### src/hw/rtl/depth_pixel_backprojection_top_macros.svh
// Assertion helpers, clocked on clk_i and disabled while rst_ni is low
`ifndef DEPTH_PIXEL_BACKPROJECTION_TOP_MACROS_SVH
`define DEPTH_PIXEL_BACKPROJECTION_TOP_MACROS_SVH

// same-cycle implication
`define DPB_ASSERT_IMP(lbl, ante, cons) \
  lbl: assert property (@(posedge clk_i) disable iff (!rst_ni) (ante) |-> (cons)) \
    else $error("dpb: same-cycle check failed");

// next-cycle implication
`define DPB_ASSERT_NXT(lbl, ante, cons) \
  lbl: assert property (@(posedge clk_i) disable iff (!rst_ni) (ante) |=> (cons)) \
    else $error("dpb: next-cycle check failed");

`endif

### src/hw/rtl/dpb_pkg.sv
package dpb_pkg;

  localparam int unsigned PIX_W      = 12;
  localparam int unsigned DEPTH_W    = 16;
  localparam int unsigned COLOR_W    = 8;
  localparam int unsigned CTR_W      = 16;
  localparam int unsigned RECIP_W    = 32;
  localparam int unsigned Z_W        = 32;
  localparam int unsigned MAG_W      = 16;
  localparam int unsigned PROD_W     = MAG_W + Z_W;
  localparam int unsigned PT_W       = 48;
  localparam int unsigned NUM_STAGES = 5;
  localparam int unsigned CFG_IDX_W  = 3;
  localparam int unsigned CFG_DATA_W = 32;
  localparam int unsigned IN_TDATA_W  = 64;
  localparam int unsigned OUT_TDATA_W = 152;

  localparam logic [RECIP_W-1:0] INV_DEPTH_RST = 32'd858993;
  localparam logic [CTR_W-1:0]   CENTER_COL_RST = 16'd5112;
  localparam logic [CTR_W-1:0]   CENTER_ROW_RST = 16'd3832;
  localparam logic [RECIP_W-1:0] INV_FOCAL_RST  = 32'd8180890;

  typedef enum logic [CFG_IDX_W-1:0] {
    CFG_INV_DEPTH     = 3'd0,
    CFG_CENTER_COL    = 3'd1,
    CFG_CENTER_ROW    = 3'd2,
    CFG_INV_FOCAL_COL = 3'd3,
    CFG_INV_FOCAL_ROW = 3'd4
  } cfg_idx_e;

  // fields that ride alongside the arithmetic
  typedef struct packed {
    logic               nz;
    logic [COLOR_W-1:0] red;
    logic [COLOR_W-1:0] green;
    logic [COLOR_W-1:0] blue;
  } side_t;

endpackage

### src/hw/rtl/dpb_lat.sv
module dpb_lat (
  input  logic                             clk_i,
  input  logic [2:0]                       en_i,
  input  logic [dpb_pkg::PROD_W-1:0]       prod_i,
  input  logic                             neg_i,
  input  logic [dpb_pkg::RECIP_W-1:0]      inv_focal_i,
  output logic [dpb_pkg::PT_W-1:0]         point_o
);

  localparam int unsigned LO_W  = dpb_pkg::PROD_W / 2;
  localparam int unsigned HI_W  = dpb_pkg::PROD_W - LO_W;
  localparam int unsigned PLO_W = LO_W + dpb_pkg::RECIP_W;
  localparam int unsigned PHI_W = HI_W + dpb_pkg::RECIP_W;
  localparam int unsigned SUM_W = dpb_pkg::PROD_W + dpb_pkg::RECIP_W;
  localparam int unsigned SHIFT = 36;
  localparam int unsigned Q_W   = SUM_W - SHIFT;
  localparam int unsigned QE_W  = dpb_pkg::PT_W + 1;
  localparam logic [QE_W-1:0] POS_LIM = {2'b00, {(dpb_pkg::PT_W-1){1'b1}}};
  localparam logic [QE_W-1:0] NEG_LIM = {2'b01, {(dpb_pkg::PT_W-1){1'b0}}};

  logic [PLO_W-1:0]           pp_lo_d, pp_lo_q;
  logic [PHI_W-1:0]           pp_hi_d, pp_hi_q;
  logic                       neg3_q, neg4_q;
  logic [SUM_W-1:0]           sum;
  logic [Q_W-1:0]             q_q;
  logic [QE_W-1:0]            qe, lim, sat;
  logic [dpb_pkg::PT_W-1:0]   mag, point_d, point_q;

  // split product, each half under 32x32
  assign pp_lo_d = PLO_W'(prod_i[LO_W-1:0]) * PLO_W'(inv_focal_i);
  assign pp_hi_d = PHI_W'(prod_i[dpb_pkg::PROD_W-1:LO_W]) * PHI_W'(inv_focal_i);

  always_ff @(posedge clk_i) begin
    if (en_i[0]) begin
      pp_lo_q <= pp_lo_d;
      pp_hi_q <= pp_hi_d;
      neg3_q  <= neg_i;
    end
  end

  assign sum = SUM_W'({pp_hi_q, {LO_W{1'b0}}}) + SUM_W'(pp_lo_q);

  always_ff @(posedge clk_i) begin
    if (en_i[1]) begin
      q_q    <= sum[SUM_W-1:SHIFT];
      neg4_q <= neg3_q;
    end
  end

  assign qe      = QE_W'(q_q);
  assign lim     = neg4_q ? NEG_LIM : POS_LIM;
  assign sat     = (qe > lim) ? lim : qe;
  assign mag     = sat[dpb_pkg::PT_W-1:0];
  assign point_d = neg4_q ? (~mag + 1'b1) : mag;

  always_ff @(posedge clk_i) begin
    if (en_i[2]) begin
      point_q <= point_d;
    end
  end

  assign point_o = point_q;

endmodule
### config.mk
export PLATFORM = sky130hd
export DESIGN_NAME = dpb_lat
export DESIGN_NICKNAME = d
export VERILOG_FILES = /design/src/hw/rtl/depth_pixel_backprojection_top_macros.svh /design/src/hw/rtl/dpb_pkg.sv /design/src/hw/rtl/dpb_lat.sv
export SDC_FILE = /design/constraint.sdc
export NUM_CORES = 2
export LEC_CHECK = 0
export BUFFER_PORTS_ARGS = -buffer_cell sky130_fd_sc_hd__buf_4
export CORE_MARGIN = 4
export CORE_UTILIZATION = 28
export DETAILED_ROUTE_END_ITERATION = 7
export GPL_ROUTABILITY_DRIVEN = 0
export PLACE_DENSITY_LB_ADDON = 0.08
export SETUP_SLACK_MARGIN = 0.05
export SLEW_MARGIN = 20
export SYNTH_ARGS = -nofsm -noshare
export SYNTH_HDL_FRONTEND = slang
export SYNTH_SLANG_ARGS = --single-unit
export TNS_END_PERCENT = 5
### constraint.sdc
create_clock -name clk_i -period 18.45 [get_ports clk_i]
set_clock_uncertainty 0.1 [all_clocks]
set_input_delay 3.69 -clock clk_i [delete_from_list [all_inputs] [get_ports clk_i]]
set_output_delay 3.69 -clock clk_i [all_outputs]
set_load 0.01 [all_outputs]
==> impl_metrics.toml <==
[status]
run_status = "finished clean"

[clock_tree]
clock-sinks = 182
post_cts_buffers = 0
cts-htree-levels = 4
ctsRootBufferMaster = "clkbuf_16"
cts-buffers-inserted = 17
cts_repair_resize_count = 0
hold_buf_count_cts = 0
cts_tree = "built"
clock_insertion_delay_worst_skew_ns = 0.51
cts_buffer_depth = 2
path_clk_slew_ns = 0.08

[placement]
dp.final_hpwl_um = 145000
port_buf_inserts = 132

[floorplan]
dieArea_sq_mm = 0.210
placement_rows = 165
die_height_um = 458
die_width_um = 458
initial_standard_cell_utilization_of_the_core = 0.281
core_area_sq_mm = 0.202
io_pins = 133

[setup_path]
timing.critical_path.fanout_max = 25
critPathRequiredTime_ns = 18.59
cp.buffers_inverters = 6
worst_path_most_repeated_cell = "fa_1"
cp_top_family = "adder cells"
critical-path-max-stage-delay_ns = 0.56
timing_worst_setup_path_type = "input port to flip-flop"
data_arrival_time_of_the_worst_path_ns = 11.51
critical-path-slowest-cell = "fa_1"
category_of_the_worst_setup_path_launch_point = "input port"
worstSetupEndpointType = "flip-flop"

[route]
post_drt_via_cell_ratio = 4.53
drt_first_iter_violations = 1901
route.detailed.wl_per_inst_um = 21.4
drt-total-wl_um = 184000
remaining_drc_errors = 0
ant_nets = 0
detailroute.via_count = 39102
number_of_iterations_in_the_first_detailed_routing_pass = 5

[global_routing]
first_global_vias = 44019
antenna_violations_before_repair = 19
grtUsageTotal = 0.180
first_pass_grt_wire_length_um = 285000
grt_max_degree = 56
grt_overflow = 0

[layout]
filler_cell_count = 21444
final_layout_size_suffix_gt1_frac = 0.0378
finalCoreUtilization = 0.301
finish.net_count = 7729
areaGrowthSynthToFinish_pct = 6.98

[logic_synthesis]
netlist_top_cells_area = "fa_1 (46%), edfxtp_1 (9.6%), inv_1 (9.5%), ha_1 (8.6%), and2_1 (8.5%)"
synth.largest_area_cell = "fa_1"
synth.lib_cells_used.distinct = 72
synth_nets = 7881
synthMostInstantiatedCell = "inv_1"
syn-instance-count = 6089
asyncSetResetFlopFracSynth = 0
synthesis.area_per_instance_sq_um = 9.33
syn_area_sq_mm = 0.0568
count_of_flip_flops_with_a_built_in_enable_after_synthesis = 182
ys_ff_latch = 182
synth_ff_type = "edfxtp_1"
netlist.area_leader.share = 0.464
yosys_warnings = 0
synth_common_cells = "inv_1 (1,439), fa_1 (1,315), nand2_1 (852)"
sequential_cell_area_fraction_in_the_yosys_report = 0.0962

[timing]
finalWorstPathRequiredPeriod_ns = 11.37
worst_slew_margin_rel = 0.328
final-hold-violation-count = 0
slew_viol_final = 0
part_of_the_cycle_the_worst_path_needs = 0.616
setup_total_negative_slack_ns = 0
tightestPinTransition_ns = 1.00
rsz_0062_raised_after_global_routing = "false"
timing.fmax_mhz = 88.0
finalSetupViolations = 0

[flow_run]
max-cap-violations = 0

[worst_hold_path]
min_path_type = "flip-flop to flip-flop"
cell type report:
cell class              instances  area (sq um)  area share
diodes                          5          12.5    0.000206
clock buffers                  17           425     0.00700
clock inverters                15           223     0.00367
inverters                    1440          5410      0.0890
multi-input cells            4131         44600       0.735
flip-flops and latches        182          5470      0.0900
well taps                    2672          3340      0.0550
repair buffers                165          1240      0.0204
path summary, 6_finish.rpt:
check / from / to / slack, ns / depth (start not counted)
max: inv_focal_i[16] / pp_hi_q[49]$_DFFE_PP_ / 7.08 / 25
min: neg3_q$_DFFE_PP_ / neg4_q$_DFFE_PP_ / 0.33 / 0
max reg2reg: pp_lo_q[25]$_DFFE_PP_ / q_q[43]$_DFFE_PP_ / 14.63 / 11
min reg2reg: neg3_q$_DFFE_PP_ / neg4_q$_DFFE_PP_ / 0.33 / 0
placed cells by master, fill, tap and decap left out, types with 5 or more instances in the layout:
cell type / netlist / final
o41ai_1: 6 / 6
fa_1: 1315 / 1315
o21ai_0: 79 / 79
and2_1: 775 / 775
ha_1: 392 / 392
inv_1: 1439 / 1439
buf_4: 0 / 165
nand3_1: 31 / 31
nor2_1: 57 / 57
o211ai_1: 8 / 8
a31oi_1: 8 / 8
xor2_1: 45 / 45
or4_1: 6 / 6
o21a_1: 15 / 15
and3_1: 15 / 15
o21bai_1: 21 / 21
clkbuf_16: 0 / 17
nand2b_1: 11 / 11
a21oi_1: 138 / 138
nor3_1: 11 / 11
a21o_1: 72 / 72
or3_1: 5 / 5
nand2_1: 852 / 852
xnor2_1: 123 / 123
inv_12: 0 / 5
diode_2: 0 / 5
clkinv_8: 0 / 5
o31ai_1: 15 / 15
nand4_1: 39 / 39
nor2b_1: 10 / 10
a211oi_1: 5 / 5
edfxtp_1: 182 / 182
metal layers:
metal	wire length, um	vias up	part of all wire	GRT usage
met4	1970	2	0.011	0.0241
met5	12	-	0.000065	0
met3	5730	105	0.031	0.0150
met2	87000	632	0.47	0.301
met1	89800	20797	0.49	0.259
li1	-	17566	-	-
registers in the layout (all words and copies together) (netlist names):
register,count
neg3_q,1
neg4_q,1
point_o,48
pp_hi_q,56
pp_lo_q,32
q_q,44
stage by stage:
step / hold WS (ns) / std cells / instance area [sq um] / worst slack, ns
2_1_floorplan: 0.300 / 6089 / 56800 / 7.80
3_3_place_gp: 0.301 / 8590 / 60100 / 6.55
3_5_place_dp: 0.306 / 8590 / 60100 / 6.54
4_1_cts: 0.328 / 8622 / 60700 / 7.08
5_1_grt: 0.363 / 8623 / 60700 / 6.81
6_report: 0.327 / 8627 / 60800 / 7.08
kinds of logic (layout without fill, tap and decap cells):
group / Yosys count / count (layout) / share of synthesized area
XOR/XNOR: 168 / 168 / 0.0259
buffers and inverters: 1776 / 1637 / 0.118
AO/OA/AOI/OAI: 413 / 413 / 0.0469
flip-flops: 182 / 182 / 0.0962
adder cells (fa/ha/maj): 1707 / 1707 / 0.550
other: 0 / 5 / 0
AND/OR/NAND/NOR: 1843 / 1843 / 0.163
Power is left out: the tool's default activity adds up to more than one toggle a clock period on the data nets, which glitch-free logic cannot reach.
