File: src/hw/rtl/depth_pixel_backprojection_top_macros.svh
// Assertion helpers, clocked on clk_i and disabled while rst_ni is low
`ifndef DEPTH_PIXEL_BACKPROJECTION_TOP_MACROS_SVH
`define DEPTH_PIXEL_BACKPROJECTION_TOP_MACROS_SVH

// same-cycle implication
`define DPB_ASSERT_IMP(lbl, ante, cons) \
  lbl: assert property (@(posedge clk_i) disable iff (!rst_ni) (ante) |-> (cons)) \
    else $error("dpb: same-cycle check failed");

// next-cycle implication
`define DPB_ASSERT_NXT(lbl, ante, cons) \
  lbl: assert property (@(posedge clk_i) disable iff (!rst_ni) (ante) |=> (cons)) \
    else $error("dpb: next-cycle check failed");

`endif

File: src/hw/rtl/dpb_pkg.sv
package dpb_pkg;

  localparam int unsigned PIX_W      = 12;
  localparam int unsigned DEPTH_W    = 16;
  localparam int unsigned COLOR_W    = 8;
  localparam int unsigned CTR_W      = 16;
  localparam int unsigned RECIP_W    = 32;
  localparam int unsigned Z_W        = 32;
  localparam int unsigned MAG_W      = 16;
  localparam int unsigned PROD_W     = MAG_W + Z_W;
  localparam int unsigned PT_W       = 48;
  localparam int unsigned NUM_STAGES = 5;
  localparam int unsigned CFG_IDX_W  = 3;
  localparam int unsigned CFG_DATA_W = 32;
  localparam int unsigned IN_TDATA_W  = 64;
  localparam int unsigned OUT_TDATA_W = 152;

  localparam logic [RECIP_W-1:0] INV_DEPTH_RST = 32'd858993;
  localparam logic [CTR_W-1:0]   CENTER_COL_RST = 16'd5112;
  localparam logic [CTR_W-1:0]   CENTER_ROW_RST = 16'd3832;
  localparam logic [RECIP_W-1:0] INV_FOCAL_RST  = 32'd8180890;

  typedef enum logic [CFG_IDX_W-1:0] {
    CFG_INV_DEPTH     = 3'd0,
    CFG_CENTER_COL    = 3'd1,
    CFG_CENTER_ROW    = 3'd2,
    CFG_INV_FOCAL_COL = 3'd3,
    CFG_INV_FOCAL_ROW = 3'd4
  } cfg_idx_e;

  // fields that ride alongside the arithmetic
  typedef struct packed {
    logic               nz;
    logic [COLOR_W-1:0] red;
    logic [COLOR_W-1:0] green;
    logic [COLOR_W-1:0] blue;
  } side_t;

endpackage

File: src/hw/rtl/dpb_front.sv
module dpb_front #(
  parameter int unsigned COORD_BITS = 12
) (
  input  logic                              clk_i,
  input  logic [1:0]                        en_i,
  input  logic [dpb_pkg::PIX_W-1:0]         col_i,
  input  logic [dpb_pkg::PIX_W-1:0]         row_i,
  input  logic [dpb_pkg::DEPTH_W-1:0]       depth_i,
  input  logic [dpb_pkg::RECIP_W-1:0]       inv_depth_i,
  input  logic [dpb_pkg::CTR_W-1:0]         center_col_i,
  input  logic [dpb_pkg::CTR_W-1:0]         center_row_i,
  output logic [dpb_pkg::Z_W-1:0]           z_o,
  output logic [dpb_pkg::PROD_W-1:0]        prod_x_o,
  output logic [dpb_pkg::PROD_W-1:0]        prod_y_o,
  output logic                              neg_x_o,
  output logic                              neg_y_o
);

  localparam int unsigned ZP_W = dpb_pkg::DEPTH_W + dpb_pkg::RECIP_W;
  localparam logic [dpb_pkg::PIX_W-1:0] CMASK = (COORD_BITS >= dpb_pkg::PIX_W) ?
      {dpb_pkg::PIX_W{1'b1}} : dpb_pkg::PIX_W'((32'd1 << COORD_BITS) - 32'd1);

  // {sign, magnitude} of coord*16 - center
  function automatic logic [dpb_pkg::MAG_W:0] offset_mag(
    input logic [dpb_pkg::PIX_W-1:0] c,
    input logic [dpb_pkg::CTR_W-1:0] ctr
  );
    logic [dpb_pkg::CTR_W-1:0] c16;
    c16 = dpb_pkg::CTR_W'({c, 4'b0000});
    if (c16 < ctr) begin
      return {1'b1, dpb_pkg::MAG_W'(ctr - c16)};
    end else begin
      return {1'b0, dpb_pkg::MAG_W'(c16 - ctr)};
    end
  endfunction

  logic [ZP_W-1:0]               zp;
  logic [dpb_pkg::MAG_W:0]       off_x, off_y;
  logic [dpb_pkg::Z_W-1:0]       z_q;
  logic [dpb_pkg::MAG_W-1:0]     mag_x_q, mag_y_q;
  logic                          neg_x_q, neg_y_q;
  logic [dpb_pkg::PROD_W-1:0]    prod_x_d, prod_y_d, prod_x_q, prod_y_q;
  logic                          neg_x2_q, neg_y2_q;

  assign zp    = ZP_W'(depth_i) * ZP_W'(inv_depth_i);
  assign off_x = offset_mag(col_i & CMASK, center_col_i);
  assign off_y = offset_mag(row_i & CMASK, center_row_i);

  always_ff @(posedge clk_i) begin
    if (en_i[0]) begin
      z_q     <= zp[ZP_W-1:ZP_W-dpb_pkg::Z_W];
      neg_x_q <= off_x[dpb_pkg::MAG_W];
      mag_x_q <= off_x[dpb_pkg::MAG_W-1:0];
      neg_y_q <= off_y[dpb_pkg::MAG_W];
      mag_y_q <= off_y[dpb_pkg::MAG_W-1:0];
    end
  end

  assign prod_x_d = dpb_pkg::PROD_W'(mag_x_q) * dpb_pkg::PROD_W'(z_q);
  assign prod_y_d = dpb_pkg::PROD_W'(mag_y_q) * dpb_pkg::PROD_W'(z_q);

  always_ff @(posedge clk_i) begin
    if (en_i[1]) begin
      prod_x_q <= prod_x_d;
      prod_y_q <= prod_y_d;
      neg_x2_q <= neg_x_q;
      neg_y2_q <= neg_y_q;
    end
  end

  assign z_o      = z_q;
  assign prod_x_o = prod_x_q;
  assign prod_y_o = prod_y_q;
  assign neg_x_o  = neg_x2_q;
  assign neg_y_o  = neg_y2_q;

endmodule

File: config.mk
export PLATFORM = sky130hd
export DESIGN_NAME = dpb_front
export DESIGN_NICKNAME = d
export VERILOG_FILES = /design/src/hw/rtl/depth_pixel_backprojection_top_macros.svh /design/src/hw/rtl/dpb_pkg.sv /design/src/hw/rtl/dpb_front.sv
export SDC_FILE = /design/constraint.sdc
export NUM_CORES = 2
export LEC_CHECK = 0
export BUFFER_PORTS_ARGS = -buffer_cell sky130_fd_sc_hd__buf_4
export CORE_MARGIN = 2
export CORE_UTILIZATION = 55
export CTS_CLUSTER_DIAMETER = 60
export DETAILED_ROUTE_END_ITERATION = 6
export GPL_ROUTABILITY_DRIVEN = 1
export PLACE_DENSITY = 0.74
export SKIP_LAST_GASP = 1
export SYNTH_ARGS = -nofsm -noshare
export SYNTH_HDL_FRONTEND = slang
export SYNTH_SLANG_ARGS = --single-unit
export TNS_END_PERCENT = 20
File: constraint.sdc
create_clock -name clk_i -period 15.77 [get_ports clk_i]
set_clock_uncertainty 0.2 [all_clocks]
set_input_delay 1.577 -clock clk_i [delete_from_list [all_inputs] [get_ports clk_i]]
set_output_delay 1.577 -clock clk_i [all_outputs]
set_load 0.05 [all_outputs]
==> reports/results.ini <==
[placed_design]
place_area_um2 = 57400
gp_congestion = 0.908
port_buffers = 236
dpl.cell_count = 7255
hpwl_um = 104000

[setup_path]
setup.worst_path.class = input pin to flop
crit_required_ps = 15830
cp_slowest_cell = a2111oi_0
cp_cell_sequence = buf_4 > nand2_1 > fa_1 > inv_1 > fa_1 > fa_1 > fa_1 > fa_1 > inv_1 > fa_1 > inv_1 > ha_1 > nand4_1 > or2_2 > a2111oi_0 > nor3_1 > o21ai_1 > and2_1 > a31oi_1 > o21ai_0 > xor2_1
reg2reg_from = mag_y_q[14]$_DFFE_PP_
rr_endpoint = prod_y_o[47]$_DFFE_PP_
r2r_cells = 19
cp_slowest_stage_delay_ps = 600
start_kind = input pin
critPathMaxFanout = 32
critPathBufInv = 4
cpMostUsedCell = fa_1
r2r_slack_ps = 7960
path_delay_family = adder cells
cp-end-kind = flop
cp_data_arrival_time_ps = 8120

[floorplanning]
die_y_um = 319
die_x_um = 319
coreArea_um2 = 98600
rows = 115
initial_core_util = 0.555
fp.dieArea_um2 = 102000
num_io_pins = 237

[timing]
finalSetupViolations = 0
min_period_ps = 8060
finalMaxSlewViolations = 0
fin_setup_tns_ps = 0
hold_viol = 0
max_freq_mhz = 124
tightestPinTransition_ps = 1260
max_slew_margin = 0.160
fin_crit_sh = 0.511
grt_setup_unrepaired = false

[global_route]
grt_pass1_vias = 44400
grtUsageTotal = 0.290
grt_overflow = 0
grt_max_degree = 67
grt_antenna_before_repair = 2
grt_pass1_wl_um = 232000

[route]
wl_per_cell_um = 19.4
drc = 0
vias = 40600
dr.pass1.iters = 5
vias_per_cell = 5.57
first_iter_violations = 2700
routed_wl_um = 141000
drtAntennaViolNets = 0

[logic_synthesis]
ys_ff_latch = 164
synthMuxAreaShare = 0.000549
synth_xor_area_frac = 0.0229
synth.top_cell.area_share = 0.459
synthTopCellsByArea = fa_1 (46%), inv_1 (9.5%), ha_1 (9.3%)
async_reset_ff_frac = 0
synth_edf_count = 164
yosys_warnings = 0
synth_area_um2 = 54700
synth_top_cell_by_area = fa_1
synth_top_family_by_area = adder cells
syn_inst = 5971
synth.distinct_cells = 77
synth_compound_area_frac = 0.0550
synth_fp_nets = 7738
synth_simple_gate_area_frac = 0.164
synth_flop_cell = edfxtp_1
avgSynthCellArea_um2 = 9.16
synth_fa_ha_area_frac = 0.552
yosysSeqAreaShare = 0.0900

[clocking]
cts_resized = 0
cts.sinks = 164
clkSlewWorstSetupHoldPaths_ps = 80
cts_hold_buf = 0
cts_setup_buffers = 0
h-tree-depth = 4
cts_tree = done
cts_buffers = 17
root_buffer = clkbuf_16
ctsLongestPathBuffers = 2
clkLatencyLatePin_ps = 530

[finish]
synthToLayoutAreaGrowth_pct = 6.11
drive_above_1_share = 0.0615
final_cells = 7288
final_cell_mix = inv_1 (1378), fa_1 (1255), nand2_1 (1006)
finalInstanceArea_um2 = 58100
fill_cells = 8446
final_common_cell = inv_1
layout.nets = 7754

[outcome]
status = completed

[worst_hold_path]
worstHoldPathCells = 0
min_to = neg_y_o$_DFFE_PP_
min-delay-start = neg_y_q$_DFFE_PP_
min_path_type = flop to flop

[job]
cap_viol_max_count = 0

cells in the mapped netlist (5+ instances only):
cell type and instances:
and2_1 632, fa_1 1255, a31oi_1 13, o21ai_0 71, nor2_1 78, and3_1 15, a211o_1 5, ha_1 405
a21oi_1 133, xor2_1 53, nor2b_1 20, nor3_1 24, xnor2_1 90, a2111oi_0 6, nand3_1 31, o211ai_1 7
inv_1 1378, clkbuf_1 295, a21boi_0 5, a21o_1 96, o21ai_1 6, nand2_1 1006, nand2b_1 23, a211oi_1 11
a31o_2 6, o21a_1 11, edfxtp_1 164, nand4_1 18, or2_2 6, o21bai_1 14, o31ai_1 9
state kept, by name, indices dropped and copies added, names as in the netlist:
name,cells
neg_x_q,1
prod_y_o,48
neg_y_o,1
mag_x_q,16
z_o,32
neg_y_q,1
mag_y_q,16
neg_x_o,1
prod_x_o,48
worst reg2reg max path, cell delays in order (launching register included):
cell,delay (ps)
edfxtp_1,1190
and2_1,280
fa_1,450
fa_1,570
fa_1,470
fa_1,470
fa_1,490
inv_1,50
fa_1,470
inv_1,40
ha_1,390
nand3_1,200
or4_1,550
nor4_2,520
a2111oi_2,180
o31ai_2,370
o31ai_2,160
o31ai_1,280
a21oi_1,120
xnor2_1,130
metal layers:
metal | routed length [um] | share of wire | vias up | GRT usage
li1 | - | - | 17600 | -
met1 | 52600 | 0.37 | 20700 | 0.359
met2 | 69000 | 0.49 | 1874 | 0.496
met3 | 13100 | 0.093 | 383 | 0.0605
met4 | 6510 | 0.046 | 0 | 0.120
met5 | 0 | 0 | - | 0
how the worst max path moves through the flow:
stage / from / to / slack, ps / cells past startpoint
3_3_place_gp: depth_i[1] / z_o[28]$_DFFE_PP_ / 7260 / 23
5_1_grt: depth_i[7] / z_o[26]$_DFFE_PP_ / 7400 / 21
3_5_place_dp: depth_i[7] / z_o[26]$_DFFE_PP_ / 7160 / 21
4_1_cts: depth_i[7] / z_o[26]$_DFFE_PP_ / 7740 / 21
6_report: depth_i[7] / z_o[26]$_DFFE_PP_ / 7710 / 21
2_1_floorplan: depth_i[1] / z_o[26]$_DFFE_PP_ / 7940 / 24
per-stage QoR:
stage               hold slack, ps  utilization  worst slack [ps]
CTS                            224        0.589              7740
floorplan                      200            -              7940
detailed placement             210        0.583              7160
global route                   224        0.589              7400
global placement               209        0.583              7260
finish                         219        0.589              7710
cell type report:
class                           instances  area (um2)  share of cell area
Sequential cell                       164        4920              0.0848
Clock inverter                         15         203             0.00349
Inverter                             1378        5170              0.0891
Multi-Input combinational cell       4127       43500               0.749
Tap cell                             1287        1610              0.0277
Antenna cell                            1        2.50           0.0000431
Clock buffer                           17         425             0.00733
Timing Repair Buffer                  299        2240              0.0387
logic make-up after synthesis:
| family | after synthesis |
|---|---|
| multiplexers | 3 |
| buffers and inverters | 1680 |
| adder cells (fa/ha/maj) | 1660 |
| XOR/XNOR | 143 |
| flip-flops | 164 |
| AO/OA/AOI/OAI | 446 |
| AND/OR/NAND/NOR | 1875 |
Power is left out: the tool's default activity adds up to more than one toggle a clock period on the data nets, which glitch-free logic cannot reach.
